File: src/rtl/cfd_pkg.sv
// Shared types and constants for the checksummed frame deframer.
package cfd_pkg;

  localparam int ByteW   = 8;
  localparam int MaxData = 32;
  localparam int IdxW    = (MaxData > 1) ? $clog2(MaxData) : 1;
  localparam int CntW    = $clog2(MaxData + 1);
  // two payload banks, one per descriptor queue entry
  localparam int AddrW   = IdxW + 1;
  localparam int RamDepth = 2 * (1 << IdxW);

  typedef logic [ByteW-1:0] byte_t;
  typedef logic [CntW-1:0]  cnt_t;
  typedef logic [AddrW-1:0] addr_t;

  localparam byte_t MaxLen      = byte_t'(MaxData);
  localparam byte_t StartRst    = byte_t'(170);
  localparam byte_t EndRst      = byte_t'(85);

  // configuration register indexes
  localparam logic RegStart = 1'b0;
  localparam logic RegEnd   = 1'b1;

  // verified frame, minus its payload bytes
  typedef struct packed {
    byte_t start_byte;
    byte_t cmd_byte;
    byte_t len_byte;
    byte_t chk_byte;
    byte_t end_byte;
  } desc_t;

  typedef struct packed {
    logic full;
    logic not_empty;
  } q_status_t;

endpackage

File: src/rtl/cfd_ram.sv
// Generic single write port, single read port RAM with registered read.
module cfd_ram #(
  parameter int Width = 8,
  parameter int Depth = 64
) (
  input  logic                     clk_i,
  input  logic                     we_i,
  input  logic [$clog2(Depth)-1:0] waddr_i,
  input  logic [Width-1:0]         wdata_i,
  input  logic                     re_i,
  input  logic [$clog2(Depth)-1:0] raddr_i,
  output logic [Width-1:0]         rdata_o
);

  logic [Width-1:0] mem_q [Depth];
  logic [Width-1:0] rdata_q;

  always_ff @(posedge clk_i) begin
    if (we_i) begin
      mem_q[waddr_i] <= wdata_i;
    end
    if (re_i) begin
      rdata_q <= mem_q[raddr_i];
    end
  end

  assign rdata_o = rdata_q;

endmodule

File: src/rtl/cfd_front.sv
// Frame parser: hunts the start marker, stores payload, checks and queues frames.
module cfd_front (
  input  logic                clk_i,
  input  logic                rst_ni,
  input  logic                cfg_we_i,
  input  logic                cfg_idx_i,
  input  cfd_pkg::byte_t      cfg_data_i,
  input  logic                in_valid_i,
  input  logic                in_stall_i,
  input  cfd_pkg::byte_t      in_byte_i,
  input  logic                wr_bank_i,
  output logic                push_o,
  output cfd_pkg::desc_t      desc_o,
  output logic                ram_we_o,
  output cfd_pkg::addr_t      ram_waddr_o,
  output cfd_pkg::byte_t      ram_wdata_o
);

  typedef enum logic [2:0] {
    PhHunt, PhCmd, PhLen, PhData, PhChk, PhEnd
  } phase_e;

  phase_e         phase_q;
  cfd_pkg::byte_t start_q, end_q;
  cfd_pkg::byte_t cmd_q, len_q, sum_q, chk_q;
  cfd_pkg::cnt_t  fill_q, fill_d;
  logic           take;

  assign take   = in_valid_i && !in_stall_i;
  assign fill_d = fill_q + cfd_pkg::cnt_t'(1);

  assign ram_we_o    = take && (phase_q == PhData);
  assign ram_waddr_o = {wr_bank_i, fill_q[cfd_pkg::IdxW-1:0]};
  assign ram_wdata_o = in_byte_i;

  assign push_o = take && (phase_q == PhEnd) && (in_byte_i == end_q) && (chk_q == sum_q);
  assign desc_o = '{start_byte: start_q, cmd_byte: cmd_q, len_byte: len_q,
                    chk_byte: chk_q, end_byte: in_byte_i};

  always_ff @(posedge clk_i or negedge rst_ni) begin
    if (!rst_ni) begin
      phase_q <= PhHunt;
      start_q <= cfd_pkg::StartRst;
      end_q   <= cfd_pkg::EndRst;
      cmd_q   <= '0;
      len_q   <= '0;
      sum_q   <= '0;
      chk_q   <= '0;
      fill_q  <= '0;
    end else begin
      if (cfg_we_i) begin
        case (cfg_idx_i)
          cfd_pkg::RegStart: start_q <= cfg_data_i;
          cfd_pkg::RegEnd:   end_q   <= cfg_data_i;
          default: ;
        endcase
      end
      if (take) begin
        case (phase_q)
          PhHunt: begin
            if (in_byte_i == start_q) phase_q <= PhCmd;
          end
          PhCmd: begin
            cmd_q   <= in_byte_i;
            sum_q   <= in_byte_i;
            phase_q <= PhLen;
          end
          PhLen: begin
            len_q  <= in_byte_i;
            fill_q <= '0;
            // overlong frame is abandoned right away
            if (in_byte_i > cfd_pkg::MaxLen) begin
              phase_q <= PhHunt;
            end else if (in_byte_i == '0) begin
              phase_q <= PhChk;
            end else begin
              phase_q <= PhData;
            end
          end
          PhData: begin
            sum_q  <= sum_q + in_byte_i;
            fill_q <= fill_d;
            if (cfd_pkg::byte_t'(fill_d) == len_q) phase_q <= PhChk;
          end
          PhChk: begin
            chk_q   <= in_byte_i;
            phase_q <= PhEnd;
          end
          PhEnd: begin
            phase_q <= PhHunt;
          end
          default: phase_q <= PhHunt;
        endcase
      end
    end
  end

endmodule

File: src/rtl/cfd_queue.sv
// Two-entry descriptor queue; entry index doubles as the payload bank.
module cfd_queue (
  input  logic               clk_i,
  input  logic               rst_ni,
  input  logic               push_i,
  input  cfd_pkg::desc_t     desc_i,
  input  logic               pop_i,
  output cfd_pkg::desc_t     head_o,
  output logic               wr_bank_o,
  output logic               rd_bank_o,
  output cfd_pkg::q_status_t status_o
);

  cfd_pkg::desc_t ent_q [2];
  logic           wr_ptr_q, rd_ptr_q;
  logic [1:0]     cnt_q;

  always_ff @(posedge clk_i) begin
    if (push_i) begin
      ent_q[wr_ptr_q] <= desc_i;
    end
  end

  always_ff @(posedge clk_i or negedge rst_ni) begin
    if (!rst_ni) begin
      wr_ptr_q <= 1'b0;
      rd_ptr_q <= 1'b0;
      cnt_q    <= '0;
    end else begin
      if (push_i) wr_ptr_q <= ~wr_ptr_q;
      if (pop_i)  rd_ptr_q <= ~rd_ptr_q;
      case ({push_i, pop_i})
        2'b10:   cnt_q <= cnt_q + 2'd1;
        2'b01:   cnt_q <= cnt_q - 2'd1;
        default: ;
      endcase
    end
  end

  assign head_o             = ent_q[rd_ptr_q];
  assign wr_bank_o          = wr_ptr_q;
  assign rd_bank_o          = rd_ptr_q;
  assign status_o.full      = cnt_q[1];
  assign status_o.not_empty = (cnt_q != '0);

endmodule

File: src/rtl/cfd_back.sv
// Frame replay: walks a queued frame and drives the output register.
module cfd_back (
  input  logic               clk_i,
  input  logic               rst_ni,
  input  cfd_pkg::desc_t     head_i,
  input  logic               rd_bank_i,
  input  cfd_pkg::q_status_t status_i,
  output logic               pop_o,
  output logic               ram_re_o,
  output cfd_pkg::addr_t     ram_raddr_o,
  input  cfd_pkg::byte_t     ram_rdata_i,
  output logic               out_valid_o,
  input  logic               out_stall_i,
  output cfd_pkg::byte_t     out_byte_o,
  output logic               frame_last_o
);

  typedef enum logic [2:0] {
    StIdle, StStart, StCmd, StLen, StRead, StData, StChk, StEnd
  } state_e;

  state_e         state_q;
  cfd_pkg::cnt_t  idx_q, idx_d;
  logic           out_valid_q, last_q;
  cfd_pkg::byte_t byte_q;
  logic           out_free;
  logic           load;

  assign out_free = !out_valid_q || !out_stall_i;
  assign idx_d    = idx_q + cfd_pkg::cnt_t'(1);
  // a new word enters the output register this cycle
  assign load     = out_free && (state_q inside {StStart, StCmd, StLen, StData, StChk, StEnd});

  assign ram_re_o    = (state_q == StRead);
  assign ram_raddr_o = {rd_bank_i, idx_q[cfd_pkg::IdxW-1:0]};
  assign pop_o       = (state_q == StEnd) && out_free;

  always_ff @(posedge clk_i or negedge rst_ni) begin
    if (!rst_ni) begin
      state_q     <= StIdle;
      idx_q       <= '0;
      out_valid_q <= 1'b0;
      last_q      <= 1'b0;
      byte_q      <= '0;
    end else begin
      if (load) begin
        out_valid_q <= 1'b1;
      end else if (!out_stall_i) begin
        out_valid_q <= 1'b0;
      end
      case (state_q)
        StIdle: begin
          if (status_i.not_empty) state_q <= StStart;
        end
        StStart: begin
          if (out_free) begin
            byte_q      <= head_i.start_byte;
            last_q      <= 1'b0;
            state_q     <= StCmd;
          end
        end
        StCmd: begin
          if (out_free) begin
            byte_q      <= head_i.cmd_byte;
            last_q      <= 1'b0;
            state_q     <= StLen;
          end
        end
        StLen: begin
          if (out_free) begin
            byte_q      <= head_i.len_byte;
            last_q      <= 1'b0;
            idx_q       <= '0;
            state_q     <= (head_i.len_byte == '0) ? StChk : StRead;
          end
        end
        StRead: begin
          state_q <= StData;
        end
        StData: begin
          // read data holds until the next read, so a stall just waits here
          if (out_free) begin
            byte_q      <= ram_rdata_i;
            last_q      <= 1'b0;
            idx_q       <= idx_d;
            state_q     <= (cfd_pkg::byte_t'(idx_d) == head_i.len_byte) ? StChk : StRead;
          end
        end
        StChk: begin
          if (out_free) begin
            byte_q      <= head_i.chk_byte;
            last_q      <= 1'b0;
            state_q     <= StEnd;
          end
        end
        StEnd: begin
          if (out_free) begin
            byte_q      <= head_i.end_byte;
            last_q      <= 1'b1;
            state_q     <= StIdle;
          end
        end
        default: state_q <= StIdle;
      endcase
    end
  end

  assign out_valid_o  = out_valid_q;
  assign out_byte_o   = byte_q;
  assign frame_last_o = last_q;

endmodule

File: src/rtl/checksummed_frame_deframer.sv
// Top level of the checksummed frame deframer.
// Input channel: one received byte per word on in_byte_i, taken when in_valid_i
// is high and in_stall_o low. The parser hunts the start marker, then reads
// command, length, payload, checksum and end byte, one byte per unstalled cycle.
// Frames with a length above the payload limit, a bad checksum or a wrong end
// byte are dropped without any output.
// Output channel: a verified frame is replayed from its start marker on, one
// byte per word on out_byte_o, with frame_last_o set on the end byte.
// When the replay is idle, a taken end byte passes the queue count, the replay
// state and the output register before the frame's start byte appears. Header
// and trailer bytes go straight to the output register; each payload byte takes
// a payload RAM read, then the output register; the replay idles between frames.
// Two payload banks and a two-entry frame queue let parsing run on while the
// previous frame replays; in_stall_o is high only while both banks hold
// frames waiting for or under replay.
// A stalled output word holds; parsing continues until the queue fills.
// Reset empties the queue, returns the parser to hunting and sets the markers
// to 0xAA (start) and 0x55 (end). Marker writes go through cfg_we_i.
module checksummed_frame_deframer (
  input  logic           clk_i,
  input  logic           rst_ni,
  input  logic           cfg_we_i,
  input  logic           cfg_idx_i,
  input  cfd_pkg::byte_t cfg_data_i,
  input  logic           in_valid_i,
  output logic           in_stall_o,
  input  cfd_pkg::byte_t in_byte_i,
  output logic           out_valid_o,
  input  logic           out_stall_i,
  output cfd_pkg::byte_t out_byte_o,
  output logic           frame_last_o
);

  logic               push, pop, wr_bank, rd_bank;
  cfd_pkg::desc_t     desc, head;
  cfd_pkg::q_status_t status;
  logic               ram_we, ram_re;
  cfd_pkg::addr_t     ram_waddr, ram_raddr;
  cfd_pkg::byte_t     ram_wdata, ram_rdata;

  assign in_stall_o = status.full;

  cfd_front u_front (
    .clk_i       (clk_i),
    .rst_ni      (rst_ni),
    .cfg_we_i    (cfg_we_i),
    .cfg_idx_i   (cfg_idx_i),
    .cfg_data_i  (cfg_data_i),
    .in_valid_i  (in_valid_i),
    .in_stall_i  (status.full),
    .in_byte_i   (in_byte_i),
    .wr_bank_i   (wr_bank),
    .push_o      (push),
    .desc_o      (desc),
    .ram_we_o    (ram_we),
    .ram_waddr_o (ram_waddr),
    .ram_wdata_o (ram_wdata)
  );

  cfd_ram #(
    .Width (cfd_pkg::ByteW),
    .Depth (cfd_pkg::RamDepth)
  ) u_ram (
    .clk_i   (clk_i),
    .we_i    (ram_we),
    .waddr_i (ram_waddr),
    .wdata_i (ram_wdata),
    .re_i    (ram_re),
    .raddr_i (ram_raddr),
    .rdata_o (ram_rdata)
  );

  cfd_queue u_queue (
    .clk_i     (clk_i),
    .rst_ni    (rst_ni),
    .push_i    (push),
    .desc_i    (desc),
    .pop_i     (pop),
    .head_o    (head),
    .wr_bank_o (wr_bank),
    .rd_bank_o (rd_bank),
    .status_o  (status)
  );

  cfd_back u_back (
    .clk_i        (clk_i),
    .rst_ni       (rst_ni),
    .head_i       (head),
    .rd_bank_i    (rd_bank),
    .status_i     (status),
    .pop_o        (pop),
    .ram_re_o     (ram_re),
    .ram_raddr_o  (ram_raddr),
    .ram_rdata_i  (ram_rdata),
    .out_valid_o  (out_valid_o),
    .out_stall_i  (out_stall_i),
    .out_byte_o   (out_byte_o),
    .frame_last_o (frame_last_o)
  );

endmodule

File: config.mk
export PLATFORM = sky130hd
export DESIGN_NAME = checksummed_frame_deframer
export DESIGN_NICKNAME = d
export VERILOG_FILES = /design/src/rtl/cfd_pkg.sv /design/src/rtl/cfd_ram.sv /design/src/rtl/cfd_front.sv /design/src/rtl/cfd_queue.sv /design/src/rtl/cfd_back.sv /design/src/rtl/checksummed_frame_deframer.sv
export SDC_FILE = /design/constraint.sdc
export NUM_CORES = 1
export LEC_CHECK = 0
export BUFFER_PORTS_ARGS = -buffer_cell sky130_fd_sc_hd__buf_2
export CELL_PAD_IN_SITES_DETAIL_PLACEMENT = 1
export CELL_PAD_IN_SITES_GLOBAL_PLACEMENT = 1
export CORE_UTILIZATION = 30
export DETAILED_ROUTE_END_ITERATION = 8
export PLACE_DENSITY_LB_ADDON = 0.1
export SETUP_SLACK_MARGIN = 0.05
export SKIP_CTS_REPAIR_TIMING = 1
export SYNTH_ARGS = -nofsm -noshare
export SYNTH_HDL_FRONTEND = slang
export SYNTH_HIERARCHICAL = 1
export SYNTH_SLANG_ARGS = --single-unit
File: constraint.sdc
create_clock -name clk_i -period 3.44 [get_ports clk_i]
set_input_delay 0.344 -clock clk_i [delete_from_list [all_inputs] [get_ports clk_i]]
set_output_delay 0.344 -clock clk_i [all_outputs]
set_load 0.05 [all_outputs]
==> results.md <==
* CTS H-tree lvls at 3
* Pre-CTS setup slack at 147 ps
* Top cells by instance count after synthesis: edfxtp_1, mux4_2, nor2_1
* CP endpoint kind: flip-flop
* Register area share after synthesis at a little over two thirds
* WL final at roughly 80000 um
* Post-DRT Antenna Nets at 0
* Hold WC Path Type: in2reg
* Worst-Margin Slew at 1030 ps
* Area Growth Syn to Fin at 16.6%
* Sequential share of power at around two fifths
* Ys async rst share at roughly an eighth
* CTS tree: done
* Clk buf depth at 3
* Final Skew at 29.2 ps
* Initial DRC Count at 933
* Clock group share of total power at between 30 and 40%
* Internal power at 17800 uW
* Syn Nets at 1587
* Final Slew Violations at 0
* Pre-antenna DRT Iters at 5
* Switch share at ~33%
* Synth Area per Inst at 18.2 um^2
* Die area at 95700 um^2
* Dominant synthesized flop cell: edfxtp_1
* Setup_tns at 0 ps
* RSZ-0062 raised after global routing: no
* Kind of critical path: reg2reg
* Cell Area, Synth at 28300 um^2
* Chip Width at 309 um
* Synthesized instance count at 1554
* # fillers at 9321
* Setup crit start kind: flip-flop
* EDFF count, synth at 600
* Gr ovfl total at 0
* Critical path peak fanout at 20
* Port bufs at 32
* First-pass GRT wire length at 117000 um
* Core Rows at around 110
* Vias in the first global route at 15900
* Min cycle time layout at 3290 ps
* Initial antenna violation count at 3
* Max-cap violations at 0
* Max_slew headroom at a little under a third
* Final worst setup slack at ~150 ps
* CTS sink cnt at 680
* Post-synth cell types at 73
* Synth warnings at 6
* Static Leak at 0.0111 uW
* Setup Viol. Count Final at 0
* Fin crit share at 95.7%
* Critical Path AT at 3630 ps
* Share of layout cells above drive strength 1 at 30.3%
* RD Place Congestion at 0.741
* P per Cell Area at 802 nW/um^2
* Layout Utilization at between 30% and 40%
* Root buffer cell: clkbuf_16
* Peak VDD IR at 415 uV
* Clock transition at path regs at 60 ps
* Non-Filler Instances at 3021
* Core box area at 93500 um^2
* FMAX at 304 MHz
* Hold Fails Final Rpt at 0
* Top cells by area, synth: edfxtp_1, mux4_2, dfrtp_1, mux2_2, mux2_4
* Placed cell count at 2862
* Total GRT Usage at 17.1%
* P_sw at ~8700 uW
* Dpl hpwl at 51600 um
* Clk_lat worst skew at 660 ps
* DRC at 0
* Status: finished clean
* Number of synthesized register bits at 680
* Nets at 1731
* Post-synth top area share at 63.6%
* Routed WL per cell at 26.5 um
* Comb pwr share at between 20% and 30%
* Chip height at between 300 and 400 um
* Vias per Instance at 4.89
* Starting Density at 30.3%
* WP data required at 3770 ps
* Min Hold Slack at 33.4 ps
* Top Ports at 33
* Yosys top cell by area: edfxtp_1
* Routed vias at 14800
* Num CTS Buffers at 79
* Pin count of the biggest net entering global routing at 76
* Most frequent cell after synthesis: edfxtp_1
state kept, by name (all words and copies together) (netlist names):
register	count
u_ram/mem_q	512
u_queue/ent_q	80
u_back/out_byte_o	8
u_front/chk_q	8
u_front/cmd_q	8
u_front/end_q	8
u_front/len_q	8
u_front/start_q	8
u_front/sum_q	8
u_ram/rdata_o	8
u_back/idx_q	6
u_front/fill_q	6
u_back/state_q	3
u_front/phase_q	3
u_queue/cnt_q	2
u_back/frame_last_o	1
u_back/out_valid_o	1
u_queue/rd_bank_o	1
u_queue/wr_bank_o	1
cell type report:
cell class                 count  area, um^2  area share [%]
sequential                   680       20000            60.7
multi-input combinational    750        7480            22.6
clock buffer                 100        2060            6.22
tap                         1254        1570            4.75
timing repair buffer         177        1410            4.28
clock inverter                48         435            1.32
inverter                      10        37.5           0.114
antenna                        2        5.00          0.0151
through the flow:
stage / total power (uW) / area, um^2
final: 26500 / 33000
after global routing: 27800 / 33000
after CTS: 27000 / 33000
after detailed placement: 18700 / 30500
after global placement: 18600 / 30500
after floorplan: 16000 / 28300
power by group through the flow:
| stage | logic (uW) | registers, uW | clock network, uW |
|---|---|---|---|
| floorplan | 5720 | 10200 | 0 |
| global route | 8360 | 10700 | 8670 |
| detailed placement | 7870 | 10800 | 0 |
| CTS | 7910 | 10700 | 8400 |
| finish | 7720 | 10600 | 8160 |
| global placement | 7820 | 10800 | 0 |
critical path, cell delays in order, from the launching register on:
cell	delay, ps
dfrtp_4	600
buf_12	270
buf_4	200
mux4_2	510
mux4_2	490
nor2_1	590
o32ai_1	250
layer usage:
metal / up-vias / track usage, % / share of wire (%)
met5: - / 0 / 0
met4: 0 / 3.94 / 1.8
met3: 95 / 2.64 / 2.7
met2: 215 / 27.7 / 48
met1: 8015 / 24.2 / 48
li1: 6451 / - / -
cells in the final DEF (no fill, tap or decap), types with 11 or more instances in the layout:
cell / count
xor2_1: 19
nor2_1: 95
mux2i_1: 32
nor2b_1: 21
xnor2_1: 30
nand2b_1: 13
clkbuf_1: 21
clkinv_1: 13
buf_12: 11
nand3_1: 26
nand2_1: 64
nor3_1: 20
buf_2: 30
buf_4: 127
o21ai_0: 32
clkinv_2: 20
edfxtp_1: 600
mux2_4: 39
mux2_2: 54
clkbuf_16: 79
a21oi_1: 19
dfrtp_1: 67
mux4_2: 132
cell families (layout without fill, tap and decap cells):
family | Yosys count | after routing | share of synthesized area, %
xor gates and xnor gates | 49 | 49 | 1.51
AOI/OAI and AO/OA | 151 | 151 | 3.80
muxes | 257 | 257 | 15.8
adders and majority gates | 11 | 11 | 0.512
DFF | 680 | 680 | 70.7
other | 0 | 2 | 0
buffers and inverters | 124 | 335 | 2.92
and+or+nand+nor | 282 | 282 | 4.72
worst paths after layout:
kind                                   from                   end  slack (ps)  cells after the start
max reg2reg                 u_back/idx_q[0]      u_ram/rdata_o[4]         150                      6
min in group asynchronous            rst_ni       u_back/idx_q[5]         390                      2
min                             out_stall_i     u_back/state_q[0]          30                      3
min reg2reg                u_front/cmd_q[4]  u_queue/ent_q[1][28]         460                      0
max                         u_back/idx_q[0]      u_ram/rdata_o[4]         150                      6
max in group asynchronous            rst_ni    u_front/start_q[3]        2170                      3
(Power assumes the default switching activity.)
